$ cat config.mk
export PLATFORM = sky130hd
export DESIGN_NAME = shad_queue
export DESIGN_NICKNAME = d
export VERILOG_FILES = /design/src/rtl/shad_pkg.sv /design/src/rtl/shad_queue.sv
export SDC_FILE = /design/constraint.sdc
export NUM_CORES = 1
export LEC_CHECK = 0
export BUFFER_PORTS_ARGS = -buffer_cell sky130_fd_sc_hd__buf_2
export CORE_UTILIZATION = 57
export CTS_CLUSTER_DIAMETER = 50
export DETAILED_ROUTE_END_ITERATION = 8
export PLACE_DENSITY = 0.83
export REMOVE_ABC_BUFFERS = 1
export SETUP_SLACK_MARGIN = 0.4
export SYNTH_ARGS = -nofsm -noshare
export SYNTH_HDL_FRONTEND = slang
export SYNTH_SLANG_ARGS = --single-unit
$ cat constraint.sdc
create_clock -name i_clk -period 4.5 [get_ports i_clk]
set_input_delay 0.225 -clock i_clk [delete_from_list [all_inputs] [get_ports i_clk]]
set_output_delay 0.225 -clock i_clk [all_outputs]
set_load 0.01 [all_outputs]
$ cat src/rtl/shad_pkg.sv
// Package for the slow HTTP attack detector: word types, flow-table types,
// register map, rule codes and shared constants. No dependencies.
`timescale 1ns / 1ps

package shad_pkg;

    // Flow table size, a power of two from 1 to 65536.
    localparam int FLOW_SLOTS = 256;
    localparam int SLOT_W     = (FLOW_SLOTS > 1) ? $clog2(FLOW_SLOTS) : 1;

    localparam int Q_DEPTH    = 4;
    localparam int Q_PTR_W    = $clog2(Q_DEPTH);
    localparam int Q_CNT_W    = $clog2(Q_DEPTH + 1);

    localparam int PADDR_W    = 5;
    localparam int PDATA_W    = 32;

    localparam logic [7:0]  TCP_PROTOCOL = 8'd6;
    localparam logic [7:0]  CHAR_CR      = 8'h0D;
    localparam logic [7:0]  CHAR_LF      = 8'h0A;
    localparam logic [2:0]  TERM_MATCH   = 3'd4;
    localparam logic [19:0] US_PER_SEC   = 20'd1000000;

    localparam logic [15:0] RST_WEB_PORT    = 16'd80;
    localparam logic [15:0] RST_SECURE_PORT = 16'd443;
    localparam logic [31:0] RST_TIMEOUT_US  = 32'd30000000;
    localparam logic [19:0] RST_MIN_RATE    = 20'd100;
    localparam logic [15:0] RST_ZW_MIN_PKTS = 16'd5;

    typedef enum logic {
        OP_HEADER  = 1'b0,
        OP_PAYLOAD = 1'b1
    } t_op_code;

    typedef enum logic [1:0] {
        RULE_NONE           = 2'd0,
        RULE_HEADER_TIMEOUT = 2'd1,
        RULE_LOW_RATE       = 2'd2,
        RULE_ZERO_WINDOW    = 2'd3
    } t_rule;

    typedef enum logic [2:0] {
        REG_WEB_PORT    = 3'd0,
        REG_SECURE_PORT = 3'd1,
        REG_TIMEOUT_US  = 3'd2,
        REG_MIN_RATE    = 3'd3,
        REG_ZW_MIN_PKTS = 3'd4
    } t_reg_idx;

    typedef struct packed {
        logic        operation;
        logic [7:0]  flow_index;
        logic [7:0]  ip_protocol;
        logic [15:0] destination_port;
        logic        syn_flag;
        logic        ack_flag;
        logic [15:0] payload_length;
        logic [15:0] window_size;
        logic [31:0] flow_packet_count;
        logic [47:0] time_us;
        logic [7:0]  payload_byte;
    } t_in_word;

    typedef struct packed {
        logic [7:0] flow_slot;
        logic       attack_detected;
        logic [1:0] rule_hit;
    } t_out_word;

    typedef struct packed {
        logic [15:0] web_port;
        logic [15:0] secure_web_port;
        logic [31:0] header_timeout_us;
        logic [19:0] min_rate_bytes_per_sec;
        logic [15:0] zero_window_min_packets;
    } t_cfg;

    // One flow-table operation handed from the front end to the back end.
    typedef struct packed {
        logic [7:0]  flow_index;
        logic        wr;          // header of an analysed packet
        logic        restart;     // SYN without ACK
        logic [15:0] add_len;
        logic        set_done;    // terminator seen
        logic        emit;        // last item of the packet
        logic        analysed;    // verdict rules apply
        logic [47:0] time_us;
        logic        window_zero;
        logic [31:0] packet_count;
    } t_flow_op;

    typedef struct packed {
        logic [47:0] start_time;
        logic [31:0] byte_total;
    } t_flow_entry;

    function automatic logic [SLOT_W-1:0] slot_of(input logic [7:0] idx);
        logic [16:0] wide;
        wide = {9'b0, idx} & 17'(FLOW_SLOTS - 1);
        return wide[SLOT_W-1:0];
    endfunction

endpackage

$ cat src/rtl/shad_queue.sv
// Short FIFO of flow-table operations between front and back end.
// Depends on shad_pkg.
`timescale 1ns / 1ps

module shad_queue import shad_pkg::*; (
    input  logic     i_clk,
    input  logic     i_rst_n,
    input  logic     i_push,
    input  t_flow_op i_op,
    input  logic     i_pop,
    output t_flow_op o_op,
    output logic     o_empty,
    output logic     o_full
);

    t_flow_op           r_mem [Q_DEPTH];
    logic [Q_PTR_W-1:0] r_wr_ptr;
    logic [Q_PTR_W-1:0] r_rd_ptr;
    logic [Q_CNT_W-1:0] r_count;
    logic               do_push;
    logic               do_pop;

    assign o_empty = (r_count == '0);
    assign o_full  = (r_count == Q_CNT_W'(Q_DEPTH));
    assign do_push = i_push && !o_full;
    assign do_pop  = i_pop && !o_empty;
    assign o_op    = r_mem[r_rd_ptr];

    always_ff @(posedge i_clk) begin
        if (do_push) begin
            r_mem[r_wr_ptr] <= i_op;
        end
    end

    always_ff @(posedge i_clk) begin
        if (!i_rst_n) begin
            r_wr_ptr <= '0;
            r_rd_ptr <= '0;
            r_count  <= '0;
        end else begin
            if (do_push) begin
                r_wr_ptr <= r_wr_ptr + Q_PTR_W'(1);
            end
            if (do_pop) begin
                r_rd_ptr <= r_rd_ptr + Q_PTR_W'(1);
            end
            case ({do_push, do_pop})
                2'b10:   r_count <= r_count + Q_CNT_W'(1);
                2'b01:   r_count <= r_count - Q_CNT_W'(1);
                default: ;
            endcase
        end
    end

endmodule

==> impl_metrics.json, run 1 <==
{
  "root_buffer": "clkbuf_16",
  "reg2reg_from": "r_count[0]$_SDFFE_PN0P_",
  "numCtsBuffers": 44,
  "worstSkewPairLatency_ns": 0.53,
  "place_inst": 1216,
  "die_area_sq_um": 29400,
  "placementRows": 61,
  "syn_to_final_growth_pct": 24.1,
  "die_w_microns": 171,
  "synth_top_area_share_pct": 80.7,
  "fill_cells": 1595,
  "synthArstFlopShare_pct": 0,
  "status": "complete, no violations",
  "worst_pin_slew_ns": 0.877,
  "grt_use_total_pct": 22.8,
  "crit_chain": "buf_4 > mux4_2 > buf_2",
  "holdPathStages": 3,
  "synthXorXnorAreaFrac_pct": 0.107,
  "syn-cell-area_sq_um": 16400,
  "ir_drop_uv": 441,
  "synth_simple_gate_area_share_pct": 0.719,
  "skew_ns": 0.0103,
  "critical-path-top-delay-family": "flip-flops",
  "p_leak_nw": 6.86,
  "worstPathMaxFanout": 37,
  "vias": 7834,
  "maxSlewViolCount": 0,
  "hold_path.class": "in -> reg",
  "min_period_over_period_pct": 64.2,
  "core_area_sq_um": 28000,
  "synth_top_area_cell": "edfxtp_1",
  "synth-seq-cells": 449,
  "fmax_ghz": 0.346,
  "syn-instance-count": 628,
  "synth_top_family_by_area": "multiplexers",
  "overflow": 0,
  "reg2reg_depth": 4,
  "fp.dieH_microns": 171,
  "clkTransAtPathRegs_ns": 0.06,
  "synth_area_leaders": "edfxtp_1 81%, mux4_2 15%, dfxtp_1 1.1%, buf_6 0.76%, ha_1 0.38%",
  "cts_max_level": 2,
  "start_util_pct": 58.4,
  "ys_types": 22,
  "final.setup.tns_ns": 0,
  "synth-main-ff-cell": "edfxtp_1",
  "cp_slowest_cell": "dfxtp_4",
  "grt_pass1_vias": 8548,
  "postRouteAntennaNets": 0,
  "r2r_slack_ns": 1.89,
  "slew_headroom_pct": 41.5,
  "clk_path_buf_depth": 3,
  "drc_errors": 0,
  "synth_common_cells": "440 x edfxtp_1, 110 x mux4_2, 11 x buf_2, 11 x buf_6, 9 x dfxtp_1",
  "hold_ws_ns": 0.0430,
  "port_buffers": 225,
  "synth_edf_count": 440,
  "hold-path-endpoint": "r_wr_ptr[1]$_SDFFE_PN0P_",
  "io_pins": 226,
  "final_cell_count_no_fill": 1403,
  "arrival_ns": 2.67,
  "min_period_ns": 2.89,
  "vias_per_cell": 5.58,
  "ff_latch_area_sq_um": 13400,
  "cp-end-kind": "output pin",
  "rsz0062_at_grt": "false",
  "synth_compound_area_share_pct": 0.245,
  "routed_wirelength_mm": 32.8,
  "ctsResizeCount": 0,
  "multi_input_area_sq_um": 2770,
  "power_density_nw_per_um2": 533,
  "min_from": "i_rst_n",
  "synthAdderAreaFrac_pct": 0.505,
  "syn_area_per_cell_sq_um": 26.1,
  "dp_hpwl_mm": 18.4,
  "utilization_pct": 72.5,
  "finalSetupViolCount": 0,
  "drtIter0Drc": 564,
  "r2r-end": "r_mem[0][53]$_DFFE_PP_",
  "antenna_found_initial": 4,
  "final_hold_viol_count": 0,
  "clock-sinks": 449,
  "grt_max_degree": 61,
  "drv_cap": 0,
  "critPathBufInv": 2,
  "crit_type": "reg -> out",
  "critical_path.startpoint_type": "register",
  "cts_tree": "built",
  "grt_first_pass_wirelength_mm": 48.7,
  "nets": 1114,
  "synth_most_common_cell": "edfxtp_1",
  "layout-drive-gt1-share_pct": 39.5,
  "avgRoutedWirePerCell_microns": 23.3,
  "place_congestion": 0.792,
  "synth_seq_area_share_pct": 81.8,
  "synthMuxAreaShare_pct": 15.3,
  "critPathRequiredTime_ns": 4.28,
  "max_stage_delay_ns": 0.85,
  "first_pass_iters": 4,
  "yosysWarningCount": 0
}
## cell type report
type | instances | area share [%]
Antenna cell | 1 | 0.0123
Clock buffer | 63 | 5.88
Clock inverter | 13 | 0.468
Inverter | 6 | 0.111
Multi-Input combinational cell | 147 | 13.6
Sequential cell | 449 | 66.0
Tap cell | 378 | 2.33
Timing Repair Buffer | 346 | 11.6
## worst register-to-register path: cells and delay by family (launching register included)
family,cells,cell delay [ns]
and+or+nand+nor,3,1.41
DFF,1,0.41
buffers and inverters,1,0.43
## power by group
| part | internal, W | leakage [nW] | switching, W |
|---|---|---|---|
| Combinational | 0.00112 | 2.12 | 0.00114 |
| Clock | 0.00190 | 0.624 | 0.00142 |
| Sequential | 0.00504 | 4.11 | 0.000216 |
| Total | 0.00806 | 6.86 | 0.00277 |
## kinds of logic after synthesis
family / Yosys count
compound gates: 7
xor+xnor: 2
fa+ha+maj: 6
buf+inv: 32
flops: 449
mux: 112
simple gates: 20
## per-stage QoR
step / power [W] / area, sq um / setup slack (ns)
after floorplan: 0.00677 / 16200 / -0.980
after global placement: 0.00745 / 17900 / 2.03
after detailed placement: 0.00753 / 17900 / 1.87
after CTS: 0.0109 / 20300 / 1.50
after global routing: 0.0113 / 20300 / 1.37
final: 0.0108 / 20300 / 1.61
## registers in the layout, summed over array words and instances, names as in the netlist, named ones only
signal,count
r_count,3
r_mem,440
r_rd_ptr,2
r_wr_ptr,2
## worst max path at each step
stage,start,endpoint,depth (start not counted)
after global placement,r_count[2]$_SDFFE_PN0P_,r_mem[0][50]$_DFFE_PP_,4
after CTS,register,o_op[1],3
after detailed placement,r_count[0]$_SDFFE_PN0P_,r_mem[0][63]$_DFFE_PP_,4
after floorplan,register,o_op[0],1
final,register,o_op[90],3
after global routing,register,o_op[2],3
## timing repair
item	in CTS	in global routing
hold buffers	110	0
setup buffers	0	0
hold endpoints to repair	440	0
## cell usage in the layout (no fill, tap or decap), types with 2 or more instances in the layout
cell type and count:
mux2i_1 2, clkbuf_16 45, or3_1 2, dfxtp_4 2, edfxtp_1 440, clkinv_2 2
clkinv_1 7, nand2_1 7, buf_12 4, clkbuf_1 18, inv_6 2, dlygate4sd3_1 110
and2_1 2, buf_2 225, mux4_2 110, inv_1 6, o21ai_0 5, nor2b_1 2
buf_4 7, dfxtp_1 7, ha_1 5, and2_4 4, a21boi_0 2
## routing by layer
layer	up-vias	part of all wire, %	global-route usage, %
met5	-	0.13	0
met4	6	1.9	6.25
met3	58	7.3	5.78
met2	304	52	39.5
met1	4033	39	28.8
li1	3433	-	-
(Power assumes the default switching activity.)
==> inputs of run 2 (changes only) <==
--- a/config.mk
+++ b/config.mk
@@ -5,11 +5,12 @@
 export SDC_FILE = /design/constraint.sdc
 export NUM_CORES = 1
 export LEC_CHECK = 0
+export ABC_AREA = 1
 export BUFFER_PORTS_ARGS = -buffer_cell sky130_fd_sc_hd__buf_2
-export CORE_UTILIZATION = 57
+export CORE_UTILIZATION = 52
 export CTS_CLUSTER_DIAMETER = 50
 export DETAILED_ROUTE_END_ITERATION = 8
-export PLACE_DENSITY = 0.83
+export PLACE_DENSITY = 0.8
 export REMOVE_ABC_BUFFERS = 1
 export SETUP_SLACK_MARGIN = 0.4
 export SYNTH_ARGS = -nofsm -noshare
==> constraint.sdc (replaced) <==
create_clock -name i_clk -period 2.5 [get_ports i_clk]
set_input_delay 0.125 -clock i_clk [delete_from_list [all_inputs] [get_ports i_clk]]
set_output_delay 0.125 -clock i_clk [all_outputs]
set_load 0.01 [all_outputs]
==> run 2 against run 1 <==
Net effect: global-route usage is 0.77 points higher; sequential cell count unchanged; die area up 15%; critical path depth increased by 3; critical path type unchanged; final area up 6.2%; routed wire length up 25%; register-to-register slack worse by 1.2 ns; critical endpoint is now o_op[33].
==> impl_metrics.json, run 2 <==
{
  "status": "complete, no violations",
  "start_util_pct": 52.8,
  "routed_wirelength_mm": 40.9,
  "clkTransAtPathRegs_ns": 0.06,
  "min_period_ns": 2.11,
  "root_buffer": "clkbuf_16",
  "layout.cells.most_common": "edfxtp_1",
  "first_pass_iters": 5,
  "synth_common_cells": "440 x edfxtp_1, 210 x nor2_1, 132 x o21ai_0",
  "synth_seq_area_share_pct": 78.1,
  "utilization_pct": 66.5,
  "fp.dieH_microns": 184,
  "min_period_over_period_pct": 84.4,
  "hold_path.class": "in -> reg",
  "syn_area_per_cell_sq_um": 15.1,
  "slew_headroom_pct": 71.3,
  "numCtsBuffers": 45,
  "place_congestion": 0.728,
  "vias": 11100,
  "ff_latch_area_sq_um": 13400,
  "largest-register": "r_mem",
  "placementRows": 66,
  "synth-seq-cells": 449,
  "fill_cells": 2145,
  "crit_type": "reg -> out",
  "die_area_sq_um": 33700,
  "synth_top_area_cell": "edfxtp_1",
  "multi_input_area_sq_um": 3210,
  "cts_max_level": 2,
  "core_area_sq_um": 32500,
  "port_buffers": 225,
  "finalSetupViolCount": 0,
  "grt_max_degree": 74,
  "synth_edf_count": 440,
  "intPower_w": 0.0146,
  "critical_path.startpoint_type": "register",
  "syn-instance-count": 1134,
  "final_cell_mix": "440 x edfxtp_1, 225 x buf_2, 206 x nor2_1, 132 x o21ai_0, 113 x dlygate4sd3_1",
  "reg2reg_depth": 13,
  "yosysWarningCount": 0,
  "syn_to_final_growth_pct": 25.8,
  "largest_register_ffs": 440,
  "synth_most_common_cell": "edfxtp_1",
  "p_leak_nw": 7.62,
  "drv_cap": 0,
  "clk_path_buf_depth": 3,
  "dp_hpwl_mm": 20.4,
  "ir_drop_uv": 692,
  "synthArstFlopShare_pct": 0,
  "io_pins": 226,
  "synth-main-ff-cell": "edfxtp_1",
  "holdPathStages": 2,
  "vias_per_cell": 5.63,
  "maxSlewViolCount": 0,
  "skew_ns": 0.0118,
  "critPathRequiredTime_ns": 2.38,
  "die_w_microns": 184,
  "overflow": 0,
  "p_comb_share_pct": 26.0,
  "drtIter0Drc": 1069,
  "worstSkewPairLatency_ns": 0.53,
  "drc_errors": 0,
  "pwr-share-clk_pct": 30.5,
  "layout-drive-gt1-share_pct": 25.2,
  "fmax_ghz": 0.474,
  "synth_area_leaders": "edfxtp_1 77%, nor2_1 4.6%, o21ai_0 3.9%, o22ai_1 3.3%, o21ai_1 2.6%",
  "hold_ws_ns": 0.339,
  "antenna_found_initial": 5,
  "synth_top_area_share_pct": 77.1,
  "cp-end-kind": "output pin",
  "rsz0062_at_grt": "true",
  "avgRoutedWirePerCell_microns": 20.8,
  "power_density_nw_per_um2": 972,
  "grt_pass1_vias": 11000,
  "power_switching_w": 0.00633,
  "grt_use_total_pct": 23.6,
  "p_sw_share_pct": 30.2,
  "grt_first_pass_wirelength_mm": 60.2,
  "worst_pin_slew_ns": 0.430,
  "seq_power_share_pct": 43.4,
  "syn-cell-area_sq_um": 17100,
  "worstPathMaxFanout": 45,
  "arrival_ns": 1.99,
  "ys_types": 21,
  "postRouteAntennaNets": 0,
  "cts_tree": "built",
  "largest_registers": "r_mem: 440 flops, r_count: 3 flops",
  "final_hold_viol_count": 0,
  "nets": 1604,
  "clock-sinks": 449
}
==> run 2: cell families (layout without fill, tap and decap cells) <==
family / count (synthesis) / count (layout) / share of synthesized area (%)
DFF: 449 / 449 / 78.1
AOI/OAI and AO/OA: 337 / 337 / 11.4
and+or+nand+nor: 250 / 250 / 6.39
buffers and inverters: 92 / 475 / 3.64
adders and majority gates: 6 / 6 / 0.482
other: 0 / 5 / 0
==> run 2: path summary, 6_finish.rpt <==
kind,slack (ns),endpoint,from
worst max register to register,0.68,r_count[2]$_SDFFE_PN0P_,r_count[1]$_SDFFE_PN0P_
worst max-delay path,0.39,o_op[33],register
worst min register to register,0.50,register,r_rd_ptr[1]$_SDFFE_PN0P_
worst min-delay path,0.34,r_mem[2][11]$_DFFE_PP_,i_op[11]
==> run 2: layer usage <==
| metal | track usage (%) | up-vias | part of all wire [%] |
|---|---|---|---|
| li1 | - | 4980 | - |
| met2 | 39.2 | 519 | 49 |
| met3 | 4.77 | 81 | 8.4 |
| met4 | 8.37 | 2 | 2.7 |
| met5 | 0 | - | 0.022 |
| met1 | 31.1 | 5481 | 40 |
==> run 2: repair_timing <==
action / in CTS / in global routing
gates resized for setup: 15 / 6
hold buffers: 113 / 0
hold endpoints to repair: 449 / 0
gates cloned: 5 / 1
buffers inserted: 3 / 6
setup endpoints to repair: 105 / 92
==> run 2: metrics by stage <==
step / power, W / TNS, ns / std cells / area, sq um / setup slack (ns)
6_report: 0.0210 / 0 / 1964 / 21600 / 0.389
5_1_grt: 0.0218 / 0 / 1962 / 21600 / 0.304
4_1_cts: 0.0209 / 0 / 1952 / 21400 / 0.381
3_5_place_dp: 0.0140 / 0 / 1751 / 18700 / 0.644
3_3_place_gp: 0.0139 / 0 / 1751 / 18700 / 0.678
2_1_floorplan: 0.0120 / -1811.09 / 1062 / 16600 / -3.40
==> run 2: cell type report <==
| type | count | area share [%] |
|---|---|---|
| Timing Repair Buffer | 374 | 13.4 |
| Tap cell | 442 | 2.56 |
| Sequential cell | 449 | 62.1 |
| Inverter | 20 | 0.429 |
| Timing Repair inverter | 1 | 0.0522 |
| Clock inverter | 26 | 0.981 |
| Clock buffer | 54 | 5.52 |
| Multi-Input combinational cell | 593 | 14.9 |
| Antenna cell | 5 | 0.0580 |
==> run 2: power groups by stage <==
stage | clock, W | sequential [W] | combinational (W)
6_report | 0.00640 | 0.00911 | 0.00545
4_1_cts | 0.00647 | 0.00914 | 0.00526
3_3_place_gp | 0 | 0.00927 | 0.00459
3_5_place_dp | 0 | 0.00930 | 0.00471
5_1_grt | 0.00677 | 0.00914 | 0.00588
2_1_floorplan | 0 | 0.00953 | 0.00251
==> run 2: critical path, stage by stage, from the launching register on <==
cell,delay (ns)
dfxtp_4,0.37
buf_12,0.15
inv_16,0.14
buf_12,0.26
nor2_1,0.08
o22ai_1,0.21
buf_2,0.17
==> inputs of run 3 (changes only) <==
--- a/config.mk
+++ b/config.mk
@@ -5,12 +5,12 @@
 export SDC_FILE = /design/constraint.sdc
 export NUM_CORES = 1
 export LEC_CHECK = 0
-export ABC_AREA = 1
+export ABC_AREA = 0
 export BUFFER_PORTS_ARGS = -buffer_cell sky130_fd_sc_hd__buf_2
-export CORE_UTILIZATION = 52
+export CORE_UTILIZATION = 51
 export CTS_CLUSTER_DIAMETER = 50
 export DETAILED_ROUTE_END_ITERATION = 8
-export PLACE_DENSITY = 0.8
+export PLACE_DENSITY = 0.79
 export REMOVE_ABC_BUFFERS = 1
 export SETUP_SLACK_MARGIN = 0.4
 export SYNTH_ARGS = -nofsm -noshare
==> constraint.sdc (replaced) <==
create_clock -name i_clk -period 1.85 [get_ports i_clk]
set_input_delay 0.0925 -clock i_clk [delete_from_list [all_inputs] [get_ports i_clk]]
set_output_delay 0.0925 -clock i_clk [all_outputs]
set_load 0.01 [all_outputs]
==> run 3 against run 2 <==
Net effect: cell count decreased by 20%; the flow now finishes with violations (negative setup slack); clock power increased by 34%; clock-buffer cell count increased by 8; utilization increased by 8.6 points; clock skew increased by 0.018 ns.
==> impl_metrics.json, run 3 (synthesis results as in run 1) <==
{
  "vias_per_cell": 5.61,
  "crit_type": "reg -> out",
  "fp.dieH_microns": 181,
  "power_density_nw_per_um2": 1300,
  "fill_cells": 1678,
  "nets": 1250,
  "arrival_ns": 2.06,
  "finalSetupViolCount": 131,
  "grt_pass1_vias": 9077,
  "worstPathMaxFanout": 6,
  "core_area_sq_um": 31600,
  "clk_path_buf_depth": 3,
  "root_buffer": "clkbuf_16",
  "clkTransAtPathRegs_ns": 0.06,
  "layout-drive-gt1-share_pct": 47.7,
  "drc_errors": 0,
  "clock-sinks": 449,
  "min_period_ns": 2.15,
  "slew_headroom_pct": 81.5,
  "failed_checks": "negative setup slack",
  "p_leak_nw": 8.28,
  "grt_max_degree": 46,
  "die_w_microns": 181,
  "worstSkewPairLatency_ns": 0.56,
  "final.setup.tns_ns": -26.55,
  "utilization_pct": 75.0,
  "drtIter0Drc": 634,
  "ir_drop_uv": 1150,
  "max_stage_delay_ns": 0.55,
  "cts_max_level": 2,
  "routed_wirelength_mm": 40.8,
  "min_from": "i_pop",
  "placementRows": 65,
  "io_pins": 226,
  "cts_tree": "built",
  "rsz0062_at_grt": "true",
  "critPathBufInv": 3,
  "largest_registers": "r_mem: 440 flops, r_count: 3 flops",
  "ff_latch_area_sq_um": 13400,
  "port_buffers": 225,
  "worst_pin_slew_ns": 0.278,
  "critPathRequiredTime_ns": 1.76,
  "fmax_ghz": 0.465,
  "final_hold_viol_count": 0,
  "antenna_found_initial": 3,
  "min_period_over_period_pct": 116,
  "vias": 8797,
  "overflow": 0,
  "first_pass_iters": 5,
  "reg2reg_from": "r_count[0]$_SDFFE_PN0P_",
  "die_area_sq_um": 32800,
  "syn_to_final_growth_pct": 44.7,
  "status": "finished with violations",
  "hold_path.class": "in -> reg",
  "grt_first_pass_wirelength_mm": 53.7,
  "largest-register": "r_mem",
  "maxSlewViolCount": 0,
  "start_util_pct": 51.9,
  "skew_ns": 0.0300,
  "hold_ws_ns": 0.121,
  "numCtsBuffers": 46,
  "layout.cells.most_common": "edfxtp_1",
  "critical_path.startpoint_type": "register",
  "critical-path-top-delay-family": "multiplexers",
  "largest_register_ffs": 440,
  "dp_hpwl_mm": 18.1,
  "final_cell_mix": "440 x edfxtp_1, 165 x buf_2, 112 x dlygate4sd3_1, 110 x mux4_2, 79 x buf_6",
  "cp_slowest_cell": "mux4_2",
  "postRouteAntennaNets": 0,
  "drv_cap": 0,
  "fin_ws_ns": -0.301,
  "avgRoutedWirePerCell_microns": 26.0,
  "place_congestion": 0.712,
  "multi_input_area_sq_um": 2820,
  "crit_chain": "buf_12 > clkbuf_16 > mux4_2 > buf_6",
  "cp-end-kind": "output pin",
  "grt_use_total_pct": 22.2,
  "pre_cts_slack_ns": -0.305
}
[run 3: changes by cell type in the layout (fill, tap and decap cells not counted), moves of 10 or more]
| cell | before | now |
|---|---|---|
| buf_12 | 13 | 43 |
| buf_16 | 5 | 33 |
| buf_2 | 225 | 165 |
| buf_6 | 2 | 79 |
| clkbuf_1 | 6 | 16 |
| clkbuf_16 | 46 | 75 |
| inv_1 | 18 | 5 |
| mux4_2 | 0 | 110 |
| nor2_1 | 206 | 0 |
| nor2_4 | 24 | 0 |
| o21ai_0 | 132 | 4 |
| o21ai_1 | 90 | 1 |
| o22ai_1 | 82 | 0 |
| o22ai_2 | 28 | 0 |
[run 3: path summary, 6_finish.rpt]
kind	to	slack (ns)	cells after the start
hold reg to reg	r_rd_ptr[0]$_SDFFE_PN0P_	0.51	2
setup / recovery	o_op[74]	-0.30	4
hold / removal	r_rd_ptr[0]$_SDFFE_PN0P_	0.12	4
setup reg to reg	r_count[2]$_SDFFE_PN0P_	-0.13	8
[run 3: power breakdown]
part	internal (W)	switching [W]	total (W)	leakage, nW
sequential	0.0123	0.000347	0.0126	4.11
clock	0.00489	0.00371	0.00860	0.678
combinational	0.00552	0.00404	0.00956	3.49
[run 3: layout make-up]
type / instances / area share [%]
Timing Repair Buffer: 479 / 23.4
Clock buffer: 62 / 5.12
Clock inverter: 20 / 0.735
Tap cell: 402 / 2.12
Multi-Input combinational cell: 148 / 11.9
Inverter: 6 / 0.0951
Sequential cell: 449 / 56.6
Antenna cell: 3 / 0.0317
[run 3: what timing repair did]
action / in CTS / in global routing
pin swaps: 2 / 5
endpoints found under the setup margin: 555 / 555
hold buffers: 112 / 0
buffers inserted: 34 / 16
cloned: 23 / 38
hold endpoints to repair: 449 / 0
resized for setup: 79 / 114
[run 3: per-layer routing]
layer  vias up  part of all wire, %  GRT usage [%]  wire [microns]
met5         -                    0              0               0
met4         0                  1.7           5.73             700
met3        63                  6.7           4.35            2730
met2       409                   52           37.4           21200
met1      4573                   40           29.9           16200
li1       3752                    -              -               -
[run 3: worst min-delay path, delay by kind of cell]
family	cells	cell delay, ns
AO/OA/AOI/OAI	1	0.13
buffers and inverters	2	0.25
AND/OR/NAND/NOR	1	0.16
[run 3: stage by stage]
step                      cells  power, W  area [sq um]
after floorplan             602    0.0155         16200
after global placement     1261    0.0185         18300
after detailed placement   1261    0.0186         18300
after CTS                  1512    0.0293         22100
after global routing       1569    0.0318         23700
final                      1569    0.0308         23700
